--- src/positional_list_engine_unit_defines.svh ---
// ----------------------------------------------------------------------------
// positional_list_engine_unit_defines.svh
// Assertion macros for the positional list engine.
// ----------------------------------------------------------------------------
`ifndef POSITIONAL_LIST_ENGINE_UNIT_DEFINES_SVH
`define POSITIONAL_LIST_ENGINE_UNIT_DEFINES_SVH

// same-cycle implication
`define PLE_CHECK(label, ante, cons) \
    label: assert property (@(posedge i_clk) disable iff (!i_rst_n) (ante) |-> (cons)) \
        else $error("positional list engine check failed");

// next-cycle implication
`define PLE_CHECK_NXT(label, ante, cons) \
    label: assert property (@(posedge i_clk) disable iff (!i_rst_n) (ante) |=> (cons)) \
        else $error("positional list engine sequence check failed");

`endif

--- src/ple_pkg.sv ---
// ----------------------------------------------------------------------------
// ple_pkg
// Shared types and codes of the positional list engine.
// ----------------------------------------------------------------------------
package ple_pkg;

    localparam int PLE_CAPACITY = 32;
    localparam int PLE_DW       = 32;
    // position/count width wide enough for the largest supported capacity (64)
    localparam int PLE_PW       = 7;

    // operation codes
    localparam logic [2:0] F_INS  = 3'd0;
    localparam logic [2:0] F_DEL  = 3'd1;
    localparam logic [2:0] F_FWD  = 3'd2;
    localparam logic [2:0] F_BWD  = 3'd3;
    localparam logic [2:0] F_SRCH = 3'd4;

    // status codes
    localparam logic [1:0] ST_OK     = 2'd0;
    localparam logic [1:0] ST_BADPOS = 2'd1;
    localparam logic [1:0] ST_EMPTY  = 2'd2;
    localparam logic [1:0] ST_FULL   = 2'd3;

    typedef logic [2:0] t_cmd;

    // cell commands
    localparam t_cmd C_NOP  = 3'd0;
    localparam t_cmd C_INS  = 3'd1;
    localparam t_cmd C_DEL  = 3'd2;
    localparam t_cmd C_ROTL = 3'd3;
    localparam t_cmd C_ROTR = 3'd4;
    localparam t_cmd C_SRCH = 3'd5;

    typedef struct packed {
        t_cmd                     cmd;
        logic [PLE_PW-1:0]        pos_idx;
        logic [PLE_PW-1:0]        count;
        logic signed [PLE_DW-1:0] value;
    } t_cell_ctrl;

endpackage

--- src/ple_cell.sv ---
// ----------------------------------------------------------------------------
// ple_cell
// One list slot: holds a value, shifts or rotates with its neighbors and
// compares against the search key.
// ----------------------------------------------------------------------------
module ple_cell import ple_pkg::*; #(
    parameter int Idx = 0
) (
    input  logic                     i_clk,
    input  t_cell_ctrl               i_ctrl,
    input  logic signed [PLE_DW-1:0] i_left,
    input  logic signed [PLE_DW-1:0] i_right,
    input  logic signed [PLE_DW-1:0] i_wrap,
    output logic signed [PLE_DW-1:0] o_data,
    output logic                     o_match
);

    localparam logic [PLE_PW-1:0] CellIdx  = PLE_PW'(Idx);
    localparam logic [PLE_PW-1:0] CellNext = PLE_PW'(Idx + 1);

    logic signed [PLE_DW-1:0] r_data;
    logic signed [PLE_DW-1:0] n_data;
    logic                     r_match;
    logic                     n_match;

    always_comb begin
        n_data  = r_data;
        n_match = r_match;
        case (i_ctrl.cmd)
            C_INS: begin
                if (CellIdx == i_ctrl.pos_idx) begin
                    n_data = i_ctrl.value;
                end else if (CellIdx > i_ctrl.pos_idx && CellIdx <= i_ctrl.count) begin
                    n_data = i_left;
                end
            end
            C_DEL: begin
                if (CellIdx >= i_ctrl.pos_idx && CellNext < i_ctrl.count) begin
                    n_data = i_right;
                end
            end
            C_ROTL: begin
                if (CellNext < i_ctrl.count) begin
                    n_data = i_right;
                end else if (CellNext == i_ctrl.count) begin
                    n_data = i_wrap;
                end
            end
            C_ROTR: begin
                if (Idx == 0) begin
                    n_data = i_wrap;
                end else if (CellIdx < i_ctrl.count) begin
                    n_data = i_left;
                end
            end
            C_SRCH: begin
                n_match = (CellIdx < i_ctrl.count) && (r_data == i_ctrl.value);
            end
            default: begin
            end
        endcase
    end

    always_ff @(posedge i_clk) begin
        r_data  <= n_data;
        r_match <= n_match;
    end

    assign o_data  = r_data;
    assign o_match = r_match;

endmodule

--- config.mk ---
export PLATFORM = sky130hd
export DESIGN_NAME = ple_cell
export DESIGN_NICKNAME = d
export VERILOG_FILES = /design/src/positional_list_engine_unit_defines.svh /design/src/ple_pkg.sv /design/src/ple_cell.sv
export SDC_FILE = /design/constraint.sdc
export NUM_CORES = 1
export LEC_CHECK = 0
export ABC_AREA = 1
export BUFFER_PORTS_ARGS = -buffer_cell sky130_fd_sc_hd__buf_2
export CAP_MARGIN = 20
export CELL_PAD_IN_SITES_DETAIL_PLACEMENT = 0
export CELL_PAD_IN_SITES_GLOBAL_PLACEMENT = 2
export CORE_ASPECT_RATIO = 1.4
export CORE_UTILIZATION = 22
export CTS_BUF_LIST = sky130_fd_sc_hd__clkbuf_16
export DETAILED_ROUTE_END_ITERATION = 10
export HOLD_SLACK_MARGIN = 0.1
export PLACE_DENSITY_LB_ADDON = 0.1
export SLEW_MARGIN = 20
export SYNTH_ARGS = -nofsm -noshare
export SYNTH_HDL_FRONTEND = slang
export SYNTH_SLANG_ARGS = --single-unit
--- constraint.sdc ---
create_clock -name i_clk -period 7.32 [get_ports i_clk]
set_input_delay 1.098 -clock i_clk [delete_from_list [all_inputs] [get_ports i_clk]]
set_output_delay 1.098 -clock i_clk [all_outputs]
set_load 0.005 [all_outputs]
* Word level (Yosys, flattened, before mapping)
Index checks and enable logic that the tools add are counted.
** Word-level totals
- Word-level logic and storage cells :: 29
- Register bits :: 33
- Output and inout bits :: 33
- Input port bits :: 146
** Operators by class
- Reductions and logical operators :: 6
- Order comparisons :: 5
- Multiplexer cells :: 6
- Equal/unequal tests :: 10
** Operator list (number)
- 32-bit 2-to-1 mux :: 5
- 32-bit case mux with 4 select lines :: 1
- 32-bit == test :: 1
- 1-bit by 7-bit < comparator with 1-bit output, first input constant :: 2
- 1-bit by 7-bit == test with 1-bit output, first input constant :: 1
- 1-bit by 7-bit >= comparator with 1-bit output, first input constant :: 1
- 1-bit by 7-bit > comparator with 1-bit output, first input constant :: 1
- 1-bit by 7-bit less-or-equal comparator with 1-bit output, first input constant :: 1
- 7-bit zero test :: 1
- 3-bit by 2-bit == test with 1-bit output, second input constant :: 2
- 3-bit == test, second input constant :: 2
- 3-bit != test, second input constant :: 2
- 4-bit AND reduction :: 1
- 4-bit nonzero test :: 1
- 3-bit by 1-bit == test with 1-bit output, second input constant :: 1
- 1-bit logical AND :: 3
- 2-bit != test, second input constant :: 1

* Depth between registers and ports, before layout
- Depth in word-level cells :: 5
- Mapped depth :: 9
- Mapped depth without buffers :: 8

* Worst setup path after synthesis
No wires, ideal clock.
- Path type :: input to register
- From :: input port i_ctrl[44] in the netlist's numbering
- To :: register r_data[0] (netlist: o_data[0]), enable pin
- Arrival time :: 3.106 ns
- Slack :: 3.793 ns
- Path buffers :: 2
- Stages :: 7
- Setup time :: 0.421 ns
- Data required time :: 6.899 ns
- Cell sequence :: nor2_1 > nand2_1 > nor2_1 > buf_4 > buf_4 > a21oi_1 > nor2_1
** On the way
- Cells in the longest elaborated chain, start to end :: 4
- Elaborated cells between the ends (all ways) :: 8
- Those cells by class :: order compare (2); eq/ne (2); reduce/logical (4)
** Ends and longest elaborated chain
- from (decl) :: RTL line ple_cell.sv:10 : input t_cell_ctrl i_ctrl,
- 1-bit by 7-bit > comparator with 1-bit output or 1-bit by 7-bit >= comparator with 1-bit output (tied branches) :: RTL line ple_cell.sv:33, ple_cell.sv:38
- 1-bit logical AND, on equally long branches :: RTL line ple_cell.sv:33, ple_cell.sv:38
- 3-bit != test (no line) or 2-bit != test (tied branches)
- 4-bit AND reduction (no line) (*)
- to (signal assigned) :: RTL line ple_cell.sv:65 : r_data <= n_data;
- to (decl) :: RTL line ple_cell.sv:21 : logic signed [PLE_DW-1:0] r_data;
Mark *: on every way between the ends. The rest lies on a longest branch, timed or not.
A chain may end at the register's enable or synchronous reset.

* Final worst setup path
- From :: input port i_ctrl[48] in the netlist's numbering
- To :: register r_data[18] (netlist: o_data[18]), enable pin
** On the way
- Cells in the longest elaborated chain, start to end :: 3
- Elaborated cells between the ends (all ways) :: 9
- Those cells by class :: eq/ne (7); reduce/logical (2)
** Ends and longest elaborated chain
- 3-bit by 2-bit == test with 1-bit output, or another cell as far along :: RTL line ple_cell.sv:29 : case (i_ctrl.cmd)
- 3-bit != test (no line), or another cell as far along
- 4-bit AND reduction (no line) (*)
Marks and branches as above.

==> flow_summary.ini <==
[synthesis]
synth-edff-count = 33
synthCells = 405
syn_nets = 551
synth-main-ff-cell = edfxtp_1
ys_ff_latch = 33
yosysWarningCount = 0
ys_seq_area_share_pct = 36.41
yosysUniqueCellTypes = 20
syn_area_per_cell_um2 = 6.719
synth_area_mm2 = 0.002721
ys_async_sr_fraction_pct = 0

[critical_path]
path_common_cell = nor2_4
startpoint_type = input pin
r2r_slack_ps = 6030
r2r-start = o_data[27]$_DFFE_PP_
crit_arrival_ps = 3400
r2r_cells = 7
r2r_end = o_match$_DFFE_PN_
cp_slowest_cell = nor2_4
cp_max_fo = 34
end_kind = register
slowest_delay_ps = 720
path_cells = buf_2 > nor2_4 > inv_1 > nand2_1 > a21oi_1 > nor2_4 > buf_16
crit_type = in2reg
cp_top_family = simple AND/OR/NAND/NOR gates
path_buf_inv = 3
critPathRequiredTime_ps = 7310

[place]
post-place-ws_ps = 3415
gp_congestion = 0.7952
place_inst = 713
dp_hpwl_um = 7948
numPortBuffers = 178

[drt]
wl_per_cell_um = 14.55
viasPerCell = 4.350
routed-via-count = 3141
drt-initial-drc-count = 91
ant_nets = 0
wl_um = 10500
drc = 0
dr.pass1.iters = 4

[cells_and_area]
fin_nets = 720
final_cell_mix = buf_2, nand2_1, nand3_1
drive_gt1_share_pct = 33.57
layout_commonest_cell = buf_2
diodes = 0
area_delta_synth_final_pct = 41.20
final_cells = 722
fin_util_pct = 32.19

[grt]
overflow = 0
antenna_found_initial = 0
grt_pass1_vias = 3173
grt_pass1_wl_um = 15950
grt_usage_pct = 16.74
grt_max_degree = 57

[run]
maxCapViolCount = 0

[clocking]
cts_resized = 0
htree_levels = 2
cts_buffer_depth = 2
clock-sinks = 33
cts_buffers = 5
path_clk_slew_ps = 50
cts_setup_buffers = 0
cts_root_buffer = clkbuf_16
hold_buffers = 0
clk_latency_ps = 280
cts_tree = yes

[sta]
slew_headroom_pct = 38.84
skew_ps = 2.163
drv_slew = 0
rsz0062_at_grt = no
tns_ps = 0
hold_violations = 0
fmax_mhz = 293.4
final.period_utilization_pct = 46.56
setup_viol = 0
worstMarginPinSlew_ps = 915.2
fin_ws_ps = 3912
fin_crit_ps = 3408

[status]
outcome = finished clean

[pwr]
ir_drop_uv = 68.51
power_leakage_nw = 1.954
fin_total_pwr_w = 0.0006123
powerDensity_mw_per_mm2 = 159.3

[min_path]
hold_depth = 5
hold_path_end = o_match$_DFFE_PN_
holdCritPathClass = reg2reg
holdCritStartpoint = o_data[23]$_DFFE_PP_

[die]
die_w_um = 96.00
ios = 179
die_h_um = 133.6
core_mm2 = 0.01194
start_util_pct = 22.80
rows = 47
die_area_mm2 = 0.01282
==> worst max path at each step <==
| stage | from | end | cells past startpoint |
|---|---|---|---|
| CTS | i_ctrl[48] | o_data[21]$_DFFE_PP_ | 6 |
| global route | i_ctrl[48] | o_data[5]$_DFFE_PP_ | 7 |
| floorplan | i_ctrl[44] | o_data[0]$_DFFE_PP_ | 7 |
| global placement | i_ctrl[48] | o_data[21]$_DFFE_PP_ | 6 |
| finish | i_ctrl[48] | o_data[18]$_DFFE_PP_ | 7 |
| detailed placement | i_ctrl[48] | o_data[21]$_DFFE_PP_ | 6 |
==> cell type report <==
cell class              instances  area [µm²]
inverters                      51       191.4
well taps                     147       183.9
clock buffers                   5       125.1
flip-flops and latches         33       991.0
clock inverters                 3       11.26
multi-input cells             302        1406
fillers                      1374        8095
repair buffers                181       933.4
==> sequential cells by signal (all words and copies together) (netlist names) <==
name,cells
o_match,1
o_data,32
==> report_power, final <==
part	switching, W	internal (W)
logic	0.0000840	0.0000763
registers	0.0000140	0.000235
clock network	0.0000803	0.000122
==> kinds of logic after synthesis <==
kind of cell	count (synthesis)	synth area share (%)
AND/OR/NAND/NOR	257	39.45
buffers and inverters	70	12.46
AO/OA/AOI/OAI	35	8.459
flip-flops	33	36.41
XOR/XNOR	10	3.219
==> per-layer routing <==
metal	GRT usage, %	vias up	part of all wire, %
li1	-	1648	-
met1	18.61	1370	38
met2	31.17	115	54
met3	3.596	8	7.0
met4	4.395	0	1.0
met5	0	-	0
==> worst reg2reg max path, cell delays in order (launching register included) <==
cell and delay [ps]:
edfxtp_1 410, nand2_1 90, nand2_1 70, nor2_1 170
nand2_1 80, nor2_1 130, nand3_1 100, nor2_1 100
==> cells in the mapped netlist, types with 2 or more instances <==
cell / count / area, µm²
buf_2: 7 / 35.03
edfxtp_1: 33 / 991.0
nand2_1: 138 / 518.0
inv_2: 2 / 7.510
xor2_1: 2 / 17.52
o211ai_1: 22 / 165.2
inv_1: 49 / 183.9
buf_6: 7 / 78.83
o21ai_0: 11 / 55.05
xnor2_1: 8 / 70.07
nand3_1: 68 / 340.3
buf_4: 4 / 30.03
nor2_1: 47 / 176.4
==> metrics by stage <==
stage               instance area [µm²]  hold WS (ps)
floorplan                          2721         764.7
global placement                   3679         795.7
detailed placement                 3679         799.0
CTS                                3815         813.9
global route                       3842         872.2
finish                             3842         797.3
Power figures use the tool's default switching activity.
